`src/hw/rtl/ittf_pkg.sv`:
```
// Shared types, codes and constants of the integer to text formatter.
`default_nettype none

package ittf_pkg;

	// Width of the word field and of one ASCII character.
	localparam int unsigned INPUT_BITS = 32;
	localparam int unsigned CHAR_BITS  = 8;

	// ASCII codes and digit limits used when printing.
	localparam logic [CHAR_BITS-1:0] CHAR_ZERO    = 8'h30;
	localparam logic [CHAR_BITS-1:0] CHAR_UPPER_A = 8'h41;
	localparam logic [CHAR_BITS-1:0] CHAR_MINUS   = 8'h2D;
	localparam logic [3:0]           DIGIT_TEN    = 4'hA;
	localparam logic [3:0]           DIGIT_MASK   = 4'hF;

	// Formatting modes carried in the operation field.
	typedef enum logic [1:0] {
		OP_SDEC = 2'd0,
		OP_UDEC = 2'd1,
		OP_HEX  = 2'd2,
		OP_BIN  = 2'd3
	} op_t;

	// Digit layout inside the shared digit register.
	typedef enum logic [1:0] {
		RADIX_DEC,
		RADIX_HEX,
		RADIX_BIN
	} radix_t;

	// Step that the digit unit performs.
	typedef enum logic [1:0] {
		CMD_HOLD,
		CMD_LOAD,
		CMD_DABBLE,
		CMD_SHIFT
	} cmd_t;

	// Sequencer states.
	typedef enum logic [2:0] {
		ST_IDLE,
		ST_CONV,
		ST_SKIP,
		ST_SIGN,
		ST_EMIT
	} state_t;

	// Input beat: one word and its mode.
	typedef struct packed {
		logic [INPUT_BITS-1:0] value;
		logic [1:0]            operation;
	} in_beat_t;

	// Output beat: one character and the end-of-run flag.
	typedef struct packed {
		logic [CHAR_BITS-1:0] character;
		logic                 last;
	} out_beat_t;

	// Command from the sequencer to the digit unit.
	typedef struct packed {
		cmd_t   cmd;
		radix_t radix;
	} unit_ctrl_t;

	// Character handed from the sequencer to the output register.
	typedef struct packed {
		logic      valid;
		out_beat_t beat;
	} emit_t;

	// ASCII code of one digit, upper case for ten and above.
	function automatic logic [CHAR_BITS-1:0] digit_char(input logic [3:0] digit);
		logic [3:0] d;
		d = digit & DIGIT_MASK;
		if (d < DIGIT_TEN) begin
			return CHAR_ZERO + {4'd0, d};
		end
		return CHAR_UPPER_A + {4'd0, d - DIGIT_TEN};
	endfunction

endpackage

`default_nettype wire

```
`src/hw/rtl/integer_to_text_formatter.sv`:
```
// Top level of the integer to text formatter with its output register.
//
//   Channel | Direction | Handshake               | Beat
//   item    | in        | item_valid, item_ready  | ittf_pkg::in_beat_t (value, operation)
//   text    | out       | text_valid, text_ready  | ittf_pkg::out_beat_t (character, last)
//
// Decimal: the word is loaded and converted to BCD by double dabble over its WORD_BITS bits;
// then leading zero digits of the DEC_DIGITS are skipped (the last digit is always kept),
// a '-' is sent for a negative word, and the remaining digits are sent as characters.
// Hex and binary skip the conversion and work the same way on HEX_DIGITS and WORD_BITS digits.
// The shared digit register shifts out one digit per cycle unless the text channel stalls.
// Reset clears the sequencer and the output register; no clearing pass is needed.
// A stalled text channel holds the sequencer; a new word is taken while the last
// character still waits in the output register.
`default_nettype none

module integer_to_text_formatter #(
	parameter int unsigned VALUE_BITS = 32
) (
	input  wire logic                clk,
	input  wire logic                arst_n,
	input  wire logic                item_valid,
	output logic                     item_ready,
	input  wire ittf_pkg::in_beat_t  item,
	output logic                     text_valid,
	input  wire logic                text_ready,
	output ittf_pkg::out_beat_t      text
);
	import ittf_pkg::*;

	// Only the word field's bits can be set, so wider settings print it unsigned.
	localparam int unsigned WORD_BITS  = (VALUE_BITS < INPUT_BITS) ? VALUE_BITS : INPUT_BITS;
	localparam bit          HAS_SIGN   = (VALUE_BITS <= INPUT_BITS);
	localparam int unsigned DEC_DIGITS = (WORD_BITS * 3) / 10 + 1;
	localparam int unsigned HEX_DIGITS = (WORD_BITS + 3) / 4;

	unit_ctrl_t           ctrl;
	logic [WORD_BITS-1:0] load_word;
	logic [3:0]           top_digit;
	emit_t                emit;
	logic                 out_free;
	logic                 text_valid_q;
	out_beat_t            text_q;

	assign out_free = !text_valid_q || text_ready;

	ittf_ctrl #(
		.WORD_BITS  (WORD_BITS),
		.DEC_DIGITS (DEC_DIGITS),
		.HEX_DIGITS (HEX_DIGITS),
		.HAS_SIGN   (HAS_SIGN)
	) u_ctrl (
		.clk        (clk),
		.arst_n     (arst_n),
		.item_valid (item_valid),
		.item_ready (item_ready),
		.item       (item),
		.out_free   (out_free),
		.top_digit  (top_digit),
		.ctrl       (ctrl),
		.load_word  (load_word),
		.emit       (emit)
	);

	ittf_digit_unit #(
		.WORD_BITS  (WORD_BITS),
		.DEC_DIGITS (DEC_DIGITS),
		.HEX_DIGITS (HEX_DIGITS)
	) u_digit (
		.clk       (clk),
		.ctrl      (ctrl),
		.load_word (load_word),
		.top_digit (top_digit)
	);

	// Output register: holds one character beat until the text channel takes it.
	always_ff @(posedge clk or negedge arst_n) begin
		if (!arst_n) begin
			text_valid_q <= 1'b0;
		end else if (emit.valid) begin
			text_valid_q <= 1'b1;
		end else if (text_ready) begin
			text_valid_q <= 1'b0;
		end
	end

	// Payload of the output register.
	always_ff @(posedge clk) begin
		if (emit.valid) begin
			text_q <= emit.beat;
		end
	end

	assign text_valid = text_valid_q;
	assign text       = text_q;

endmodule

`default_nettype wire

```
`src/hw/rtl/ittf_digit_unit.sv`:
```
// Shared digit register: binary to BCD conversion and digit shifting.
`default_nettype none

module ittf_digit_unit #(
	parameter int unsigned WORD_BITS  = 32,
	parameter int unsigned DEC_DIGITS = 10,
	parameter int unsigned HEX_DIGITS = 8
) (
	input  wire logic                   clk,
	input  wire ittf_pkg::unit_ctrl_t   ctrl,
	input  wire logic [WORD_BITS-1:0]   load_word,
	output logic [3:0]                  top_digit
);
	import ittf_pkg::*;

	// The decimal layout is the widest of the three for any supported width.
	localparam int unsigned DIG_BITS = 4 * DEC_DIGITS;
	localparam int unsigned HEX_PAD  = DIG_BITS - 4 * HEX_DIGITS;
	localparam int unsigned BIN_PAD  = DIG_BITS - WORD_BITS;

	logic [WORD_BITS-1:0] word_q;
	logic [DIG_BITS-1:0]  dig_q;
	logic [DIG_BITS-1:0]  adj;

	// Add three to every BCD digit of five or more before the next shift.
	always_comb begin
		for (int i = 0; i < DEC_DIGITS; i++) begin
			if (dig_q[4*i +: 4] >= 4'd5) begin
				adj[4*i +: 4] = dig_q[4*i +: 4] + 4'd3;
			end else begin
				adj[4*i +: 4] = dig_q[4*i +: 4];
			end
		end
	end

	// The digit register is loaded top aligned, so the next digit always sits at the top.
	always_ff @(posedge clk) begin
		case (ctrl.cmd)
			CMD_LOAD: begin
				word_q <= load_word;
				case (ctrl.radix)
					RADIX_HEX: dig_q <= DIG_BITS'(load_word) << HEX_PAD;
					RADIX_BIN: dig_q <= DIG_BITS'(load_word) << BIN_PAD;
					default:   dig_q <= '0;
				endcase
			end
			CMD_DABBLE: begin
				dig_q  <= {adj[DIG_BITS-2:0], word_q[WORD_BITS-1]};
				word_q <= {word_q[WORD_BITS-2:0], 1'b0};
			end
			CMD_SHIFT: begin
				if (ctrl.radix == RADIX_BIN) begin
					dig_q <= dig_q << 1;
				end else begin
					dig_q <= dig_q << 4;
				end
			end
			default: begin
			end
		endcase
	end

	// The digit at the top of the register.
	always_comb begin
		if (ctrl.radix == RADIX_BIN) begin
			top_digit = {3'd0, dig_q[DIG_BITS-1]};
		end else begin
			top_digit = dig_q[DIG_BITS-1 -: 4];
		end
	end

endmodule

`default_nettype wire

```
`src/hw/rtl/ittf_ctrl.sv`:
```
// Sequencer: takes a word, steps the digit unit and hands out characters.
`default_nettype none

module ittf_ctrl #(
	parameter int unsigned WORD_BITS  = 32,
	parameter int unsigned DEC_DIGITS = 10,
	parameter int unsigned HEX_DIGITS = 8,
	parameter bit          HAS_SIGN   = 1'b1
) (
	input  wire logic                   clk,
	input  wire logic                   arst_n,
	input  wire logic                   item_valid,
	output logic                        item_ready,
	input  wire ittf_pkg::in_beat_t     item,
	input  wire logic                   out_free,
	input  wire logic [3:0]             top_digit,
	output ittf_pkg::unit_ctrl_t        ctrl,
	output logic [WORD_BITS-1:0]        load_word,
	output ittf_pkg::emit_t             emit
);
	import ittf_pkg::*;

	localparam int unsigned CNT_BITS = $clog2(WORD_BITS + 1);

	state_t              state_q, state_d;
	logic [CNT_BITS-1:0] cnt_q, cnt_d;
	radix_t              radix_q, radix_d;
	logic                neg_q, neg_d;

	op_t                 in_op;
	radix_t              in_radix;
	logic [WORD_BITS-1:0] in_word;
	logic                in_neg;
	logic                cnt_one;

	// Decode the incoming beat.
	always_comb begin
		in_op   = op_t'(item.operation);
		in_word = item.value[WORD_BITS-1:0];
		in_neg  = HAS_SIGN && (in_op == OP_SDEC) && in_word[WORD_BITS-1];
		unique case (in_op) inside
			OP_SDEC, OP_UDEC: in_radix = RADIX_DEC;
			OP_HEX:           in_radix = RADIX_HEX;
			default:          in_radix = RADIX_BIN;
		endcase
	end

	assign cnt_one = (cnt_q == CNT_BITS'(1));

	// Next state and counters.
	always_comb begin
		state_d = state_q;
		cnt_d   = cnt_q;
		radix_d = radix_q;
		neg_d   = neg_q;
		unique case (state_q)
			ST_IDLE: begin
				if (item_valid) begin
					radix_d = in_radix;
					neg_d   = in_neg;
					unique case (in_radix)
						RADIX_DEC: begin
							state_d = ST_CONV;
							cnt_d   = CNT_BITS'(WORD_BITS);
						end
						RADIX_HEX: begin
							state_d = ST_SKIP;
							cnt_d   = CNT_BITS'(HEX_DIGITS);
						end
						default: begin
							state_d = ST_SKIP;
							cnt_d   = CNT_BITS'(WORD_BITS);
						end
					endcase
				end
			end
			ST_CONV: begin
				cnt_d = cnt_q - 1'b1;
				if (cnt_one) begin
					state_d = ST_SKIP;
					cnt_d   = CNT_BITS'(DEC_DIGITS);
				end
			end
			ST_SKIP: begin
				if (top_digit == 4'd0 && !cnt_one) begin
					cnt_d = cnt_q - 1'b1;
				end else if (neg_q) begin
					state_d = ST_SIGN;
				end else begin
					state_d = ST_EMIT;
				end
			end
			ST_SIGN: begin
				if (out_free) begin
					state_d = ST_EMIT;
				end
			end
			ST_EMIT: begin
				if (out_free) begin
					cnt_d = cnt_q - 1'b1;
					if (cnt_one) begin
						state_d = ST_IDLE;
					end
				end
			end
			default: begin
				state_d = ST_IDLE;
			end
		endcase
	end

	// Outputs: unit command, load word and character beat.
	always_comb begin
		item_ready       = 1'b0;
		ctrl.cmd         = CMD_HOLD;
		ctrl.radix       = radix_q;
		load_word        = in_neg ? WORD_BITS'(-in_word) : in_word;
		emit.valid       = 1'b0;
		emit.beat.character = digit_char(top_digit);
		emit.beat.last   = 1'b0;
		unique case (state_q)
			ST_IDLE: begin
				item_ready = 1'b1;
				ctrl.radix = in_radix;
				if (item_valid) begin
					ctrl.cmd = CMD_LOAD;
				end
			end
			ST_CONV: begin
				ctrl.cmd = CMD_DABBLE;
			end
			ST_SKIP: begin
				if (top_digit == 4'd0 && !cnt_one) begin
					ctrl.cmd = CMD_SHIFT;
				end
			end
			ST_SIGN: begin
				emit.valid          = out_free;
				emit.beat.character = CHAR_MINUS;
			end
			ST_EMIT: begin
				if (out_free) begin
					emit.valid     = 1'b1;
					emit.beat.last = cnt_one;
					ctrl.cmd       = CMD_SHIFT;
				end
			end
			default: begin
			end
		endcase
	end

	// Control registers.
	always_ff @(posedge clk or negedge arst_n) begin
		if (!arst_n) begin
			state_q <= ST_IDLE;
			cnt_q   <= '0;
			radix_q <= RADIX_DEC;
			neg_q   <= 1'b0;
		end else begin
			state_q <= state_d;
			cnt_q   <= cnt_d;
			radix_q <= radix_d;
			neg_q   <= neg_d;
		end
	end

	// A character is only handed over when the output register can take it.
	assert property (@(posedge clk) disable iff (!arst_n)
		emit.valid |-> out_free)
		else $error("character beat handed over while output register is full");

	// An accepted word always starts a run.
	assert property (@(posedge clk) disable iff (!arst_n)
		(item_valid && item_ready) |=> (state_q != ST_IDLE))
		else $error("accepted word did not start a run");

	// The digit count never runs out while digits remain to be skipped or sent.
	assert property (@(posedge clk) disable iff (!arst_n)
		(state_q == ST_SKIP || state_q == ST_EMIT) |-> (cnt_q != '0))
		else $error("digit count exhausted during skip or emit");

	// The final character of a run returns the sequencer to idle.
	assert property (@(posedge clk) disable iff (!arst_n)
		(emit.valid && emit.beat.last) |=> (state_q == ST_IDLE))
		else $error("sequencer not idle after final character");

endmodule

`default_nettype wire
```
`config.mk`:
```
export PLATFORM = sky130hd
export DESIGN_NAME = integer_to_text_formatter
export DESIGN_NICKNAME = d
export VERILOG_FILES = /design/src/hw/rtl/ittf_pkg.sv /design/src/hw/rtl/integer_to_text_formatter.sv /design/src/hw/rtl/ittf_digit_unit.sv /design/src/hw/rtl/ittf_ctrl.sv
export SDC_FILE = /design/constraint.sdc
export NUM_CORES = 1
export LEC_CHECK = 0
export ABC_AREA = 1
export BUFFER_PORTS_ARGS = -buffer_cell sky130_fd_sc_hd__clkbuf_2
export CORE_UTILIZATION = 25
export DETAILED_ROUTE_END_ITERATION = 10
export SETUP_SLACK_MARGIN = 0.05
export SLEW_MARGIN = 20
export SYNTH_ARGS = -nofsm -noshare
export SYNTH_HDL_FRONTEND = slang
export SYNTH_SLANG_ARGS = --single-unit
```
`constraint.sdc`:
```
create_clock -name clk -period 7.2 [get_ports clk]
set_input_delay 0.72 -clock clk [delete_from_list [all_inputs] [get_ports clk]]
set_output_delay 0.72 -clock clk [all_outputs]
set_load 0.01 [all_outputs]
```
# After elaboration in Yosys (flattened, before gate mapping)
# Index checks and enable logic that the tools add are counted.
[classes]
addsub = 15
magnitude_cmp = 11
n_eq_ne = 20
mux = 45
reduce_logical = 19
[op_table]
columns = ["op", "n"]
rows = [
  ["$pmux 40 s3", 1],
  ["$mux 40", 2],
  ["$pmux 32 s2", 1],
  ["$ge 4x3->1 const B", 10],
  ["$mux 4", 10],
  ["$add 4x2->4 const B", 9],
  ["$mux 32", 1],
  ["$neg 32->32", 1],
  ["$mux 6", 5],
  ["$mux 3", 8],
  ["$pmux 6 s4", 1],
  ["$mux 8", 2],
  ["$pmux 3 s5", 1],
  ["$ne 2x1->1 const B", 5],
  ["$add 7x4->8 const A", 1],
  ["$eq 2x1->1 const B", 4],
  ["$eq 2x2->1 const B", 4],
  ["$mux 2", 4],
  ["$pmux 2 s4", 1],
  ["$add 6x4->7 const A", 1],
  ["$eq 3x2->1 const B", 2],
  ["$eq 6x1->1 const B", 1],
  ["$mux 1", 6],
  ["$reduce_and 6->1", 1],
  ["21 further kinds", 28],
]
[word_totals]
ff_bits = 94
out_inout_bits = 11

# Logic depth before layout (Yosys ltp)
[depth]
word_depth = 12
ltp_mapped = 24
depth_no_buf = 23

# Hierarchy
# A second synthesis with hierarchy kept.
[unflattened]
cells_unflattened = 1063
area_unflattened_um2 = 7434.6
[modules_own_cells]
columns = ["module", "instances", "cells_per_inst", "area_per_inst_um2"]
rows = [
  ["ittf_digit_unit", 1, 660, 5024.8],
  ["ittf_ctrl", 1, 389, 2094.5],
  ["integer_to_text_formatter", 1, 14, 315.3],
]

# Worst setup path after synthesis
# No wires, ideal clock.
[synth_timing]
kind = "register to register"
start = "register u_ctrl.state_q[1]"
end = "register u_digit.dig_q[0], enable pin"
arrival_ns = 3.261
slack_ns = 3.545
path_stages_with_launch = 17
period_less_slack_ns = 3.655
path_cell_list = "dfrtp_1 -> nor2_1 -> inv_1 -> nor2_4 -> inv_2 -> o21ai_0 -> ha_1 -> inv_2 -> buf_2 -> nand2_1 -> ha_1 -> nand4_1 -> or2_1 -> nand2_1 -> nor2_1 -> ha_1 -> inv_1"
[synth_via]
elab_chain_cells = 10
[synth_rtl]
columns = ["item", "line", "source"]
rows = [
  ["from (decl)", "ittf_ctrl.sv:25", "state_t state_q, state_d;"],
  ["from (signal assigned)", "ittf_ctrl.sv:161", "state_q <= state_d;"],
  ["$logic_not 3->1", "ittf_ctrl.sv:121", "unique case (state_q)"],
  ["$mux 2", "ittf_ctrl.sv:121", ""],
  ["$eq 2x2->1", "ittf_digit_unit.sv:65", "if (ctrl.radix == RADIX_BIN) begin"],
  ["$mux 4", "ittf_digit_unit.sv:65", ""],
  ["$logic_not 4->1", "ittf_ctrl.sv:133", "if (top_digit == 4'd0 && !cnt_one) begin"],
  ["$logic_and 1x1->1", "ittf_ctrl.sv:133", ""],
  ["$mux 2", "ittf_ctrl.sv:133", ""],
  ["$pmux 2 s4 (*)", "ittf_ctrl.sv:121", ""],
  ["$eq 2x2->1 or $eq 2x1->1 (tied branches)", "ittf_digit_unit.sv:38", "case (ctrl.cmd)"],
  ["$reduce_bool 3->1 (no line) (*)", "n/a", ""],
  ["to (signal assigned)", "ittf_digit_unit.sv:42", "RADIX_HEX: dig_q <= DIG_BITS'(load_word) << HEX_PAD;"],
  ["to (signal assigned)", "ittf_digit_unit.sv:43", "RADIX_BIN: dig_q <= DIG_BITS'(load_word) << BIN_PAD;"],
  ["to (signal assigned)", "ittf_digit_unit.sv:48", "dig_q <= {adj[DIG_BITS-2:0], word_q[WORD_BITS-1]};"],
  ["to (decl)", "ittf_digit_unit.sv:22", "logic [DIG_BITS-1:0] dig_q;"],
]
# Every way passes the cells marked *; elsewhere a longest branch is shown, timed or not.
# A chain may end at the register's enable or synchronous reset.

# Worst setup path after layout
[layout_timing]
start = "register u_ctrl.state_q[1]"
end = "register u_digit.dig_q[10], data pin"
[layout_via]
elab_chain_cells = 10
[layout_rtl]
columns = ["item", "line"]
rows = [
  ["$logic_not 3->1", "ittf_ctrl.sv:121"],
  ["$mux 2", "ittf_ctrl.sv:121"],
  ["$eq 2x2->1", "ittf_digit_unit.sv:41, ittf_digit_unit.sv:52, ittf_digit_unit.sv:65"],
  ["$mux 4", "ittf_digit_unit.sv:65"],
  ["$logic_not 4->1", "ittf_ctrl.sv:133"],
  ["$logic_and 1x1->1", "ittf_ctrl.sv:133"],
  ["$mux 2", "ittf_ctrl.sv:133"],
  ["$pmux 2 s4", "ittf_ctrl.sv:121"],
  ["$eq 2x2->1 or $eq 2x1->1 (tied branches)", "ittf_digit_unit.sv:38"],
  ["$pmux 40 s3 (*)", "ittf_digit_unit.sv:38"],
]
# Marked as above.

==> metrics.md <==
| Metric | Value |
|---|---|
| Area after DPL | `7333 sq um` |
| Ys Warns | `0` |
| Rows | `59` |
| Resized cells post-CTS | `0` |
| Yosys reg bits | `93` |
| Setup CP Type | `reg -> reg` |
| Number of DRC markers after the initial detailed-route iteration | `513` |
| Static Leakage | `3.456 nW` |
| Ys flop type | `edfxtp_1` |
| Avg Cell Area, Syn | `7.410 sq um` |
| Pin count of the biggest net entering global routing | `48` |
| CTS tree | `yes` |
| Initial Utilization | `25.71%` |
| Antenna Nets Post-Route | `0` |
| Share of layout cells above drive strength 1 | `10.61%` |
| Worst path bufs/invs | `7` |
| Worst Setup Start Kind | `flip-flop` |
| # fillers | `2843` |
| TritonCTS buffer count | `9` |
| Via density | `4.702` |
| Final setup TNS | `0 ns` |
| Initial antenna violation count | `0` |
| Failing checks | `design-rule violations` |
| H-tree depth | `3` |
| Clock skew | `0.01435 ns` |
| Clock slew at reported path FFs | `0.07 ns` |
| Crit path max fanout | `46` |
| Slowest stage cell, crit path | `ha_2` |
| Core Region | `26280 sq um` |
| Highest clock rate | `0.2027 GHz` |
| RSZ-0062 raised after global routing | `false` |
| Root Driver | `clkbuf_16` |
| Pins over their slew limit | `0` |
| Area grow syn2layout | `13.24%` |
| Synth async-reset ratio | `13.98%` |
| Syn Inst Count | `912` |
| Full die area | `27690 sq um` |
| I/O pins | `49` |
| Setup crit end kind | `flip-flop` |
| Final net count | `1017` |
| DR vias | `6051` |
| Total power | `0.002619 W` |
| Mapped Area | `6758 sq um` |
| Critical Path, Cell by Cell | `nor2_1 -> inv_1 -> nor2_4 -> inv_2 -> nand2_1 -> o21ai_0 -> ha_1 -> buf_4 -> inv_2 -> nand2_1 -> ha_1 -> nand4_1 -> or2_1 -> nand2_1 -> nor2_1 -> ha_2 -> nor2_1 -> inv_1 -> nor2_2 -> buf_4 -> inv_1 -> o211ai_1` |
| Clk buf depth | `2` |
| Avg WL per Cell | `13.18 um` |
| Peak VDD IR | `0.0002140 V` |
| Global placement routability congestion | `0.8360` |
| Worst-Skew Late Latency | `0.35 ns` |
| Post-synthesis sequential area ratio | `40.36%` |
| Post-synth EDFFs | `80` |
| Vias in the first global route | `5542` |
| Die height | `166.4 um` |
| Hold buffer count at cts | `0` |
| Worst path top cell family by delay | `buffers and inverters` |
| Commonest cells after routing, fill and taps aside | `nand2_1 (246), inv_1 (109), o21ai_0 (93), edfxtp_1 (80), nand3_1 (76)` |
| Final hold vios | `0` |
| WHS | `0.2755 ns` |
| Port bufs | `47` |
| CP arrival | `5.02 ns` |
| Die X | `166.4 um` |
| Drt drc | `5` |
| Crit-path max cell delay | `0.75 ns` |
| Yosys cell types | `40` |
| Data required time of the worst path | `7.29 ns` |
| Slew @ Worst Pin | `0.9573 ns` |
| Multi-input gate area | `3471 sq um` |
| Fin area | `7652 sq um` |
| Global-route wire length before repair | `28.04 mm` |
| Overflow after GRT | `0` |
| Post-CTS Setup Bufs | `0` |
| DR pass1 iterations | `8` |
| GR Util All Layers | `12.45%` |
| Finish-stage setup viols | `0` |
| Most common cell after layout, fill and taps aside | `nand2_1` |
| Final WL | `16.96 mm` |
| HP Class | `in -> async` |
| Run status | `finished with violations` |
| Pwr dens | `342.3 nW/um^2` |
| Register area | `2728 sq um` |
| Inserted Diodes | `0` |
| Fin crit share | `68.52%` |
| HPWL Detailed | `12.30 mm` |
| Post-Syn Nets | `981` |
| Max-cap violations | `0` |
| Clk sinks | `93` |
| Period minus WS final | `4.933 ns` |
| Max-slew headroom | `36.11%` |
==> path summary, 6_finish.rpt <==
path                              startpoint                 to  slack (ns)  cells after the start
hold / removal                        arst_n  u_ctrl.state_q[2]        0.28                      1
max in group asynchronous             arst_n  u_ctrl.radix_q[0]        6.66                      1
hold reg to reg            u_ctrl.radix_q[1]  u_ctrl.radix_q[1]        0.49                      2
min in group clk           u_ctrl.radix_q[1]  u_ctrl.radix_q[1]        0.49                      2
setup / recovery           u_ctrl.state_q[1]  u_digit.dig_q[10]        2.27                     22
setup reg to reg           u_ctrl.state_q[1]  u_digit.dig_q[10]        2.27                     22
==> through the flow <==
stage | setup WS (ns) | util (%) | instances
floorplan | 3.545 | - | 912
global placement | 2.194 | 27.90 | 1272
detailed placement | 2.141 | 27.90 | 1272
CTS | 2.252 | 29.12 | 1287
global route | 1.712 | 29.12 | 1287
finish | 2.267 | 29.12 | 1287
==> logic make-up (layout without fill, tap and decap cells) <==
kind of cell / after synthesis / count (layout) / share of synthesized area, %
xor gates and xnor gates: 24 / 24 / 3.111
DFF: 93 / 93 / 40.36
buffers and inverters: 144 / 184 / 8.350
adders and majority gates: 31 / 31 / 5.740
other: 1 / 1 / 0.05549
and+or+nand+nor: 427 / 427 / 27.33
AOI/OAI and AO/OA: 192 / 192 / 15.05
==> area by class of cell <==
type | count | area share (%)
multi-input cells | 675 | 45.36
well taps | 335 | 5.477
clock buffers | 9 | 2.943
repair buffers | 53 | 3.663
flip-flops and latches | 93 | 35.64
clock inverters | 6 | 1.226
inverters | 116 | 5.690
==> worst reg2reg max path, delay by kind of cell (launching register included) <==
kind / cells / cell delay, ns
flops: 1 / 0.44
fa+ha+maj: 3 / 1.22
simple gates: 10 / 1.33
compound gates: 2 / 0.21
buf+inv: 7 / 1.48
==> Yosys cell counts, drive strengths merged, types with 2 or more instances <==
cell	count	area share, %
a21oi	62	4.6
a22oi	3	0.33
a31oi	3	0.28
buf	9	0.85
clkbuf	19	1.1
dfrtp	13	4.8
edfxtp	80	36
ha	31	5.7
inv	116	6.4
nand2	255	15
nand3	76	5.6
nand3b	4	0.63
nand4	11	1.1
nor2	76	4.8
o211ai	7	0.78
o21ai	110	8.3
o22ai	2	0.19
or2	4	0.37
xnor2	5	0.65
xor2	19	2.5
==> sequential cells by signal (all words and copies together) (netlist names) <==
name,flops
text,8
u_ctrl.state_q,3
text_valid,1
u_ctrl.cnt_q,6
u_digit.word_q,32
u_ctrl.radix_q,2
u_ctrl.neg_q,1
u_digit.dig_q,40
==> power by group <==
| part | switching (W) | internal [W] | leakage (nW) |
|---|---|---|---|
| registers | 0.000122 | 0.000913 | 0.924 |
| clock network | 0.000219 | 0.000306 | 0.153 |
| logic | 0.000730 | 0.000329 | 2.38 |
| total | 0.00107 | 0.00155 | 3.46 |
==> metal layers <==
metal | global-route usage [%] | share of wire (%) | up-vias
li1 | - | - | 3101
met1 | 19.01 | 51 | 2752
met2 | 18.14 | 41 | 190
met3 | 2.163 | 7.2 | 8
met4 | 2.456 | 0.65 | 0
met5 | 0 | 0 | -
Power figures use the tool's default switching activity.
